File: config.mk
export PLATFORM = sky130hd
export DESIGN_NAME = accel_magnitude_average_threshold
export DESIGN_NICKNAME = d
export VERILOG_FILES = /design/src/sv/amat_pkg.sv /design/src/sv/amat_sqrt.sv /design/src/sv/amat_window.sv /design/src/sv/accel_magnitude_average_threshold.sv
export SDC_FILE = /design/constraint.sdc
export NUM_CORES = 2
export LEC_CHECK = 0
export BUFFER_PORTS_ARGS = -buffer_cell sky130_fd_sc_hd__buf_2
export CAP_MARGIN = 20
export CORE_ASPECT_RATIO = 1.75
export CORE_MARGIN = 4
export CORE_UTILIZATION = 30
export DETAILED_ROUTE_END_ITERATION = 6
export HOLD_SLACK_MARGIN = 0.12
export SKIP_CTS_REPAIR_TIMING = 1
export SKIP_LAST_GASP = 1
export SYNTH_ARGS = -nofsm -noshare
export SYNTH_HDL_FRONTEND = slang
export SYNTH_SLANG_ARGS = --single-unit
File: constraint.sdc
create_clock -name clk_i -period 13.2 [get_ports clk_i]
set_input_delay 1.32 -clock clk_i [delete_from_list [all_inputs] [get_ports clk_i]]
set_output_delay 1.32 -clock clk_i [all_outputs]
set_load 0.005 [all_outputs]
File: src/sv/amat_pkg.sv
// ----------------------------------------------------------------------------
// amat_pkg: shared types and constants
// Field widths, direction codes and the result bundle passed from the window
// unit to the output stage.
// ----------------------------------------------------------------------------
package amat_pkg;

  // field widths
  localparam int unsigned AXIS_W  = 16;
  localparam int unsigned MAG_W   = 16;
  localparam int unsigned TOTAL_W = 21;
  localparam int unsigned THR_W   = 16;

  // sum of three squares of 16-bit signed values fits in 32 bits
  localparam int unsigned ACC_W   = 32;

  // largest magnitude that can occur
  localparam int unsigned MAG_MAX = 56755;

  // threshold after reset
  localparam logic [THR_W-1:0] THR_RESET = 16'd1100;

  // comparison outcome of window mean against threshold
  typedef enum logic [1:0] {
    DIR_EQUAL = 2'd0,
    DIR_UP    = 2'd1,
    DIR_DOWN  = 2'd2
  } dir_e;

  typedef struct packed {
    logic [MAG_W-1:0]   magnitude;
    logic [TOTAL_W-1:0] window_total;
    dir_e               direction;
  } result_t;

endpackage

File: src/sv/amat_sqrt.sv
// ----------------------------------------------------------------------------
// amat_sqrt: squared magnitude and floor square root
// Squares the three axes one after another on one shared multiplier, then
// extracts the 16-bit floor root one bit per cycle.
// ----------------------------------------------------------------------------
module amat_sqrt (
  input  logic                                  clk_i,
  input  logic                                  rst_ni,
  input  logic                                  in_valid_i,
  output logic                                  in_ready_o,
  input  logic signed [amat_pkg::AXIS_W-1:0]    x_i,
  input  logic signed [amat_pkg::AXIS_W-1:0]    y_i,
  input  logic signed [amat_pkg::AXIS_W-1:0]    z_i,
  output logic                                  out_valid_o,
  input  logic                                  out_ready_i,
  output logic        [amat_pkg::MAG_W-1:0]     mag_o
);

  localparam logic [1:0] S_IDLE = 2'd0;
  localparam logic [1:0] S_SQ   = 2'd1;
  localparam logic [1:0] S_ROOT = 2'd2;
  localparam logic [1:0] S_DONE = 2'd3;

  localparam int unsigned REM_W  = amat_pkg::MAG_W + 1;
  localparam int unsigned IT_W   = $clog2(amat_pkg::MAG_W);
  localparam logic [1:0]  SQ_LAST = 2'd2;
  localparam logic [IT_W-1:0] IT_LAST = IT_W'(amat_pkg::MAG_W - 1);

  logic [1:0] state_q, state_d;
  logic [1:0] sqcnt_q, sqcnt_d;
  logic [IT_W-1:0] itcnt_q, itcnt_d;

  logic signed [amat_pkg::AXIS_W-1:0] ax_q, ay_q, az_q;
  logic [amat_pkg::ACC_W-1:0] acc_q, acc_d;
  logic [REM_W-1:0]           rem_q, rem_d;
  logic [amat_pkg::MAG_W-1:0] root_q, root_d;

  logic signed [amat_pkg::ACC_W-1:0] ax_wide;
  logic signed [amat_pkg::ACC_W-1:0] sq;
  logic [REM_W+1:0] rem_sh;
  logic [REM_W+1:0] trial;
  logic [REM_W+1:0] rem_sub;
  logic             ge;

  assign in_ready_o  = (state_q == S_IDLE);
  assign out_valid_o = (state_q == S_DONE);
  assign mag_o       = root_q;

  // one square per cycle
  assign ax_wide = amat_pkg::ACC_W'(ax_q);
  assign sq      = ax_wide * ax_wide;

  // one root bit: bring down two radicand bits and try root*4+1
  assign rem_sh  = {rem_q, acc_q[amat_pkg::ACC_W-1 -: 2]};
  assign trial   = {1'b0, root_q, 2'b01};
  assign ge      = (rem_sh >= trial);
  assign rem_sub = rem_sh - trial;

  // sequencer
  always_comb begin
    state_d = state_q;
    sqcnt_d = sqcnt_q;
    itcnt_d = itcnt_q;
    acc_d   = acc_q;
    rem_d   = rem_q;
    root_d  = root_q;
    case (state_q)
      S_IDLE: begin
        if (in_valid_i) begin
          state_d = S_SQ;
          sqcnt_d = '0;
          acc_d   = '0;
        end
      end
      S_SQ: begin
        acc_d   = acc_q + amat_pkg::ACC_W'(unsigned'(sq));
        sqcnt_d = sqcnt_q + 2'd1;
        if (sqcnt_q == SQ_LAST) begin
          state_d = S_ROOT;
          itcnt_d = '0;
          rem_d   = '0;
          root_d  = '0;
        end
      end
      S_ROOT: begin
        acc_d   = {acc_q[amat_pkg::ACC_W-3:0], 2'b00};
        rem_d   = ge ? rem_sub[REM_W-1:0] : rem_sh[REM_W-1:0];
        root_d  = {root_q[amat_pkg::MAG_W-2:0], ge};
        itcnt_d = itcnt_q + IT_W'(1);
        if (itcnt_q == IT_LAST) begin
          state_d = S_DONE;
        end
      end
      S_DONE: begin
        if (out_ready_i) begin
          state_d = S_IDLE;
        end
      end
      default: begin
        state_d = S_IDLE;
      end
    endcase
  end

  // control state
  always_ff @(posedge clk_i or negedge rst_ni) begin
    if (!rst_ni) begin
      state_q <= S_IDLE;
      sqcnt_q <= '0;
      itcnt_q <= '0;
    end else begin
      state_q <= state_d;
      sqcnt_q <= sqcnt_d;
      itcnt_q <= itcnt_d;
    end
  end

  // datapath, axis operands shift toward the multiplier
  always_ff @(posedge clk_i) begin
    acc_q  <= acc_d;
    rem_q  <= rem_d;
    root_q <= root_d;
    if (state_q == S_IDLE && in_valid_i) begin
      ax_q <= x_i;
      ay_q <= y_i;
      az_q <= z_i;
    end else if (state_q == S_SQ) begin
      ax_q <= ay_q;
      ay_q <= az_q;
    end
  end

endmodule

File: src/sv/amat_window.sv
// ----------------------------------------------------------------------------
// amat_window: magnitude window and threshold compare
// Keeps the last WINDOW magnitudes in a synchronous memory, updates the
// running sum by read-modify-write and compares it with threshold * WINDOW.
// ----------------------------------------------------------------------------
module amat_window #(
  parameter int unsigned WINDOW = 25
) (
  input  logic                          clk_i,
  input  logic                          rst_ni,
  input  logic [amat_pkg::THR_W-1:0]    thr_i,
  input  logic                          in_valid_i,
  output logic                          in_ready_o,
  input  logic [amat_pkg::MAG_W-1:0]    mag_i,
  output logic                          out_valid_o,
  input  logic                          out_ready_i,
  output amat_pkg::result_t             res_o
);

  localparam int unsigned SLOT_W = (WINDOW > 1) ? $clog2(WINDOW) : 1;
  localparam int unsigned TOT_W  = $clog2(WINDOW * amat_pkg::MAG_MAX + 1);
  localparam int unsigned LIM_W  = amat_pkg::THR_W + $clog2(WINDOW + 1);
  localparam int unsigned CMP_W  = (TOT_W > LIM_W) ? TOT_W : LIM_W;
  localparam int unsigned EXT_W  = TOT_W + amat_pkg::TOTAL_W;
  localparam logic [SLOT_W-1:0] SLOT_LAST = SLOT_W'(WINDOW - 1);
  localparam logic [LIM_W-1:0]  WIN_K     = LIM_W'(WINDOW);

  localparam logic [1:0] W_IDLE = 2'd0;
  localparam logic [1:0] W_UPD  = 2'd1;
  localparam logic [1:0] W_CMP  = 2'd2;
  localparam logic [1:0] W_DONE = 2'd3;

  logic [1:0]                 state_q, state_d;
  logic [SLOT_W-1:0]          slot_q;
  logic                       full_q;
  logic [TOT_W-1:0]           total_q;
  logic [amat_pkg::MAG_W-1:0] mag_q;
  logic [LIM_W-1:0]           limit_q;
  amat_pkg::dir_e             dir_q;

  logic [amat_pkg::MAG_W-1:0] mem [WINDOW];
  logic [amat_pkg::MAG_W-1:0] rdata_q;
  logic [amat_pkg::MAG_W-1:0] old_mag;
  logic [TOT_W-1:0]           total_upd;
  logic [CMP_W-1:0]           tot_cmp, lim_cmp;
  logic [EXT_W-1:0]           tot_ext;
  logic                       upd;

  assign in_ready_o  = (state_q == W_IDLE);
  assign out_valid_o = (state_q == W_DONE);
  assign upd         = (state_q == W_UPD);

  // entries not yet written since reset read as zero
  assign old_mag   = full_q ? rdata_q : '0;
  assign total_upd = total_q - TOT_W'(old_mag) + TOT_W'(mag_q);

  assign tot_cmp = CMP_W'(total_q);
  assign lim_cmp = CMP_W'(limit_q);
  assign tot_ext = EXT_W'(total_q);

  assign res_o.magnitude    = mag_q;
  assign res_o.window_total = tot_ext[amat_pkg::TOTAL_W-1:0];
  assign res_o.direction    = dir_q;

  // window memory, the read of the oldest entry is registered and lands in the cycle after the slot
  always_ff @(posedge clk_i) begin
    rdata_q <= mem[slot_q];
    if (upd) begin
      mem[slot_q] <= mag_q;
    end
  end

  // stage sequencing
  always_comb begin
    state_d = state_q;
    case (state_q)
      W_IDLE: if (in_valid_i) state_d = W_UPD;
      W_UPD:  state_d = W_CMP;
      W_CMP:  state_d = W_DONE;
      W_DONE: if (out_ready_i) state_d = W_IDLE;
      default: state_d = W_IDLE;
    endcase
  end

  // control and window state
  always_ff @(posedge clk_i or negedge rst_ni) begin
    if (!rst_ni) begin
      state_q <= W_IDLE;
      slot_q  <= '0;
      full_q  <= 1'b0;
      total_q <= '0;
    end else begin
      state_q <= state_d;
      if (upd) begin
        total_q <= total_upd;
        if (slot_q == SLOT_LAST) begin
          slot_q <= '0;
          full_q <= 1'b1;
        end else begin
          slot_q <= slot_q + SLOT_W'(1);
        end
      end
    end
  end

  // payload: magnitude, limit, then direction
  always_ff @(posedge clk_i) begin
    if (state_q == W_IDLE && in_valid_i) begin
      mag_q <= mag_i;
    end
    if (upd) begin
      limit_q <= LIM_W'(thr_i) * WIN_K;
    end
    if (state_q == W_CMP) begin
      if (tot_cmp > lim_cmp) begin
        dir_q <= amat_pkg::DIR_UP;
      end else if (tot_cmp < lim_cmp) begin
        dir_q <= amat_pkg::DIR_DOWN;
      end else begin
        dir_q <= amat_pkg::DIR_EQUAL;
      end
    end
  end

endmodule

File: src/sv/accel_magnitude_average_threshold.sv
// ----------------------------------------------------------------------------
// accel_magnitude_average_threshold: accelerometer magnitude level detector
// Floor root of x^2+y^2+z^2, moving window sum and threshold direction.
// ----------------------------------------------------------------------------
// Each input word is one three-axis sample; each sample gives exactly one
// output word with its magnitude, the sum of the last WINDOW magnitudes and
// whether the window mean lies above, below or at the threshold. The root unit
// takes a new sample only after handing on the last magnitude: it squares the
// three axes on one multiplier, extracts the 16 root bits one at a time, then
// hands off. The window sum update and compare of one item overlap the root
// work of the next. The window starts as WINDOW zeros after reset, with no
// clearing pass: a fill flag masks unwritten entries. The threshold may only be
// written while no sample is in flight.
module accel_magnitude_average_threshold #(
  parameter int unsigned WINDOW = 25
) (
  input  logic        clk_i,
  input  logic        rst_ni,
  // threshold register
  input  logic        cfg_we_i,
  input  logic [15:0] cfg_wdata_i,
  // input stream
  input  logic        s_axis_tvalid,
  output logic        s_axis_tready,
  input  logic [47:0] s_axis_tdata,   // accel_x[15:0], accel_y[31:16], accel_z[47:32]
  // output stream
  output logic        m_axis_tvalid,
  input  logic        m_axis_tready,
  output logic [39:0] m_axis_tdata    // magnitude[15:0], window_total[36:16],
                                      // direction[38:37], zero[39]
);

  logic [amat_pkg::THR_W-1:0] thr_q;

  logic                       sq_valid, sq_ready;
  logic [amat_pkg::MAG_W-1:0] sq_mag;
  logic                       win_valid, win_ready;
  amat_pkg::result_t          win_res;
  amat_pkg::result_t          out_q;
  logic                       out_valid_q;

  // threshold register
  always_ff @(posedge clk_i or negedge rst_ni) begin
    if (!rst_ni) begin
      thr_q <= amat_pkg::THR_RESET;
    end else if (cfg_we_i) begin
      thr_q <= cfg_wdata_i;
    end
  end

  // magnitude unit
  amat_sqrt u_sqrt (
    .clk_i       (clk_i),
    .rst_ni      (rst_ni),
    .in_valid_i  (s_axis_tvalid),
    .in_ready_o  (s_axis_tready),
    .x_i         (s_axis_tdata[15:0]),
    .y_i         (s_axis_tdata[31:16]),
    .z_i         (s_axis_tdata[47:32]),
    .out_valid_o (sq_valid),
    .out_ready_i (sq_ready),
    .mag_o       (sq_mag)
  );

  // window sum and compare
  amat_window #(
    .WINDOW (WINDOW)
  ) u_window (
    .clk_i       (clk_i),
    .rst_ni      (rst_ni),
    .thr_i       (thr_q),
    .in_valid_i  (sq_valid),
    .in_ready_o  (sq_ready),
    .mag_i       (sq_mag),
    .out_valid_o (win_valid),
    .out_ready_i (win_ready),
    .res_o       (win_res)
  );

  // output register
  assign win_ready = !out_valid_q || m_axis_tready;

  always_ff @(posedge clk_i or negedge rst_ni) begin
    if (!rst_ni) begin
      out_valid_q <= 1'b0;
    end else if (win_ready) begin
      out_valid_q <= win_valid;
    end
  end

  always_ff @(posedge clk_i) begin
    if (win_ready && win_valid) begin
      out_q <= win_res;
    end
  end

  assign m_axis_tvalid = out_valid_q;
  assign m_axis_tdata  = {1'b0, out_q.direction, out_q.window_total, out_q.magnitude};

endmodule
==> flow_summary.rst <==
.. list-table::
   :header-rows: 1

   * - Metric
     - Value
   * - Uppermost signal routing layer after detailed routing
     - met4
   * - Met1 wire length
     - 32900 um
   * - Count of flip-flops with a built-in enable after synthesis
     - between 500 and 600
   * - Via count of the first global-routing pass
     - ~25000
   * - Syn avg cell area
     - around 13 um^2
   * - Most common cell on crit path
     - sky130_fd_sc_hd__fa_1
   * - Cell taking the most area after synthesis
     - sky130_fd_sc_hd__edfxtp_1
   * - Top post-synthesis cells by count
     - sky130_fd_sc_hd__edfxtp_1, sky130_fd_sc_hd__inv_1, sky130_fd_sc_hd__fa_1
   * - End of the worst register-to-register path
     - u_sqrt.acc_q[31]$_DFFE_PP_
   * - Crit Path Max Fanout
     - 16
   * - R2r startpoint
     - u_sqrt.ax_q[15]$_DFFE_PP_
   * - Row Count
     - 174
   * - Synth top area cells
     - sky130_fd_sc_hd__edfxtp_1, sky130_fd_sc_hd__fa_1, sky130_fd_sc_hd__ha_1
   * - Die area
     - 136000 um^2
   * - Wire length of the first global-routing pass
     - between 100000 and 150000 um
   * - Multi-input gate area
     - 17300 um^2
   * - Cell variety after synth
     - 75
   * - Initial Utilization
     - 0.303
   * - Number of port buffers
     - 109
   * - Clock tree from TritonCTS
     - yes
   * - Top Family by Delay on Critical Path
     - adder cells
   * - Library cell contributing the largest single delay on the critical path
     - sky130_fd_sc_hd__fa_1
   * - Nets@finish
     - 3680
   * - Chip Height
     - 485 um
   * - F_max
     - 137 MHz
   * - Final hold violation count
     - 0
   * - Outcome
     - finished, final reports clean
   * - Share of cells above drive strength 1
     - 0.140
   * - Number of buffers created by CTS
     - 71
   * - Crit path depth
     - 22
   * - Length of routed met2 wiring
     - 50500 um
   * - Most used flip-flop cell after synthesis
     - sky130_fd_sc_hd__edfxtp_1
   * - Top Ports
     - 111
   * - Routed len/inst
     - 18.8 um
   * - Root buffer selected by CTS
     - sky130_fd_sc_hd__clkbuf_16
   * - Overall overflow remaining after global route
     - 0
   * - Number of maximum-capacitance constraint violations
     - 0
   * - Detailed-route vias per instance
     - 4.67
   * - H-tree Lvls
     - 3
   * - Met3 routed wirelength
     - 3140 um
   * - Synthesis-stage register bit count
     - 661
   * - Internal reg-to-reg setup slack
     - between 5 and 6 ns
   * - Period utilisation layout
     - 0.554
   * - Post-synthesis net count
     - 3536
   * - 1st-iter DRT viols
     - 1249
   * - Worst min-delay path category
     - reg -> reg
   * - Worst-Margin Slew
     - 1.12 ns
   * - Crit path DAT
     - roughly 7.7 ns
   * - Setup skew after layout
     - about 0.022 ns
   * - Initial antenna violation count
     - 1
   * - Sum of negative setup slack
     - 0 ns
   * - Cell depth of the worst hold path
     - 0
   * - Cell-by-cell trace of the critical path
     - inv_1 -> nor2_1 -> fa_1 -> inv_1 -> fa_1 -> inv_1 -> fa_1 -> fa_1 -> fa_1 -> inv_1 -> fa_1 -> inv_1 -> ha_1 -> a21o_1 -> a21o_1 -> a21o_1 -> a31oi_1 -> o21ai_0 -> nor3_1 -> a21oi_1 -> xnor2_1 -> o21ai_0
   * - Synth Instances
     - roughly 3000
   * - Share of flip-flops with an asynchronous set or reset
     - 0.0817
   * - Category of the most critical setup path
     - reg -> reg
   * - Share of the synthesized area in the top cell type
     - 0.454
   * - Syn Std Cell Area
     - 39100 um^2
   * - Number of antenna-violating nets in the routed design
     - 0
   * - Worst Reg-to-Reg Cells
     - 22
   * - Final-layout fill cell count
     - 12613
   * - Worst path bufs/invs
     - 5
   * - RSZ-0062 raised after global routing
     - false
   * - Drt pass-1 iters
     - 5
   * - Cell with the most instances after synthesis
     - sky130_fd_sc_hd__edfxtp_1
   * - Via total after detailed routing
     - 22443
   * - Tot GR Track Use
     - 0.135
   * - Hold path start
     - u_window.dir_q[1]$_SDFFCE_PN0P_
   * - Startpoint types
     - flop
   * - Count of pins over their slew limit
     - 0
   * - Routability congestion estimate from global placement
     - 0.895
   * - Worst relative slew slack
     - 0.251
   * - Clock latency of the later-clocked register in the worst-skew pair
     - around 0.64 ns
   * - Req. time, crit path
     - 13.55 ns
   * - Post-detail-place hpwl
     - ~67000 um
   * - Largest stage delay on the critical path
     - 0.73 ns
   * - Final min period
     - 7.31 ns
   * - Post-CTS clock slew at the launch and capture registers of the worst setup and hold paths
     - 0.06 ns
   * - DRC violations left
     - 0
   * - Yosys warnings
     - 0
   * - Clock sink total
     - 661
   * - Aggregate routed wire length
     - approximately 91000 um
   * - FF/Latch Area
     - 19400 um^2
   * - Number of buffers between clock root and the deepest sink
     - 3
   * - Seq/Total Area, Yosys
     - 0.497
   * - Total core area
     - 129000 um^2
   * - Sink of the worst hold path
     - m_axis_tdata[38]$_DFFE_PP_
   * - Capturing element type of the critical path
     - flop
   * - Floorplan die width
     - 281 um
   * - Area Overhead vs Synth
     - 13.0%
   * - Count of final setup violators
     - 0
   * - Largest net degree at the start of global routing
     - 102
==> cell usage in the layout (no fill, tap or decap), types with 7 or more instances in the layout <==
cell type	instances
sky130_fd_sc_hd__o21a_1	11
sky130_fd_sc_hd__nand4_1	8
sky130_fd_sc_hd__xor2_1	26
sky130_fd_sc_hd__mux2_2	43
sky130_fd_sc_hd__bufinv_16	7
sky130_fd_sc_hd__and3_1	23
sky130_fd_sc_hd__a31oi_1	9
sky130_fd_sc_hd__dfxtp_1	16
sky130_fd_sc_hd__clkbuf_1	20
sky130_fd_sc_hd__o21ai_0	91
sky130_fd_sc_hd__and2_1	56
sky130_fd_sc_hd__dfrtp_1	47
sky130_fd_sc_hd__mux2i_1	24
sky130_fd_sc_hd__a21oi_1	73
sky130_fd_sc_hd__mux4_2	99
sky130_fd_sc_hd__o31ai_1	18
sky130_fd_sc_hd__clkbuf_16	72
sky130_fd_sc_hd__xnor2_1	67
sky130_fd_sc_hd__buf_4	49
sky130_fd_sc_hd__nand2b_1	22
sky130_fd_sc_hd__nand3_1	40
sky130_fd_sc_hd__a22oi_1	15
sky130_fd_sc_hd__nor3_1	16
sky130_fd_sc_hd__nor2_1	108
sky130_fd_sc_hd__nor2b_1	14
sky130_fd_sc_hd__clkinv_1	10
sky130_fd_sc_hd__buf_2	109
sky130_fd_sc_hd__edfxtp_1	591
sky130_fd_sc_hd__or3_1	12
sky130_fd_sc_hd__a211oi_1	10
sky130_fd_sc_hd__o221ai_1	15
sky130_fd_sc_hd__or2_2	7
sky130_fd_sc_hd__inv_1	540
sky130_fd_sc_hd__ha_1	240
sky130_fd_sc_hd__nand2_1	190
sky130_fd_sc_hd__a21o_1	38
sky130_fd_sc_hd__fa_1	291
==> per-stage QoR <==
stage                     hold slack, ns  utilization  instances  worst slack, ns  instance area [um^2]
after floorplan                    0.400            -       2935             6.69                 39100
after global placement             0.406        0.324       4678             6.02                 41700
after detailed placement           0.407        0.324       4678             5.89                 41700
after CTS                          0.419        0.342       4808             5.87                 44100
after global routing               0.426        0.342       4809             5.42                 44100
final                              0.423        0.342       4810             5.89                 44100
==> flip-flops by register name (all words and copies together), names as in the netlist, 17 cells and up <==
| register | flops |
|---|---|
| m_axis_tdata | 39 |
| u_window.mem | 400 |
| u_sqrt.acc_q | 32 |
| u_window.lim_cmp | 21 |
| u_sqrt.rem_q | 17 |
| u_window.tot_cmp | 21 |
==> how the worst max path moves through the flow <==
stage	from	to
detailed placement	u_sqrt.ax_q[15]$_DFFE_PP_	u_sqrt.acc_q[31]$_DFFE_PP_
global placement	u_sqrt.ax_q[15]$_DFFE_PP_	u_sqrt.acc_q[31]$_DFFE_PP_
finish	u_sqrt.ax_q[15]$_DFFE_PP_	u_sqrt.acc_q[31]$_DFFE_PP_
CTS	u_sqrt.ax_q[15]$_DFFE_PP_	u_sqrt.acc_q[31]$_DFFE_PP_
floorplan	u_sqrt.ax_q[15]$_DFFE_PP_	u_sqrt.acc_q[30]$_DFFE_PP_
global route	u_sqrt.ax_q[15]$_DFFE_PP_	u_sqrt.acc_q[31]$_DFFE_PP_
==> cell families after synthesis <==
logic type	synth area share
DFF	0.497
AOI/OAI and AO/OA	0.0573
xor gates and xnor gates	0.0208
buffers and inverters	0.0615
adders and majority gates	0.226
muxes	0.0756
and+or+nand+nor	0.0611
other	0.0000960
==> metal layers <==
layer,vias to the layer above,global-route usage
met5,-,0
met4,0,0.0603
met3,161,0.0172
met2,433,0.264
met1,11458,0.143
li1,10391,-
==> final cells by class <==
| class | count | area share |
|---|---|---|
| clock buffers | 95 | 0.0435 |
| repair buffers | 159 | 0.0212 |
| multi-input cells | 1643 | 0.391 |
| inverters | 543 | 0.0462 |
| flip-flops and latches | 661 | 0.440 |
| clock inverters | 35 | 0.0103 |
| well taps | 1672 | 0.0474 |
| diodes | 2 | 0.000113 |
Power is left out: the tool's default activity adds up to more than one toggle a clock period on the data nets, which glitch-free logic cannot reach.
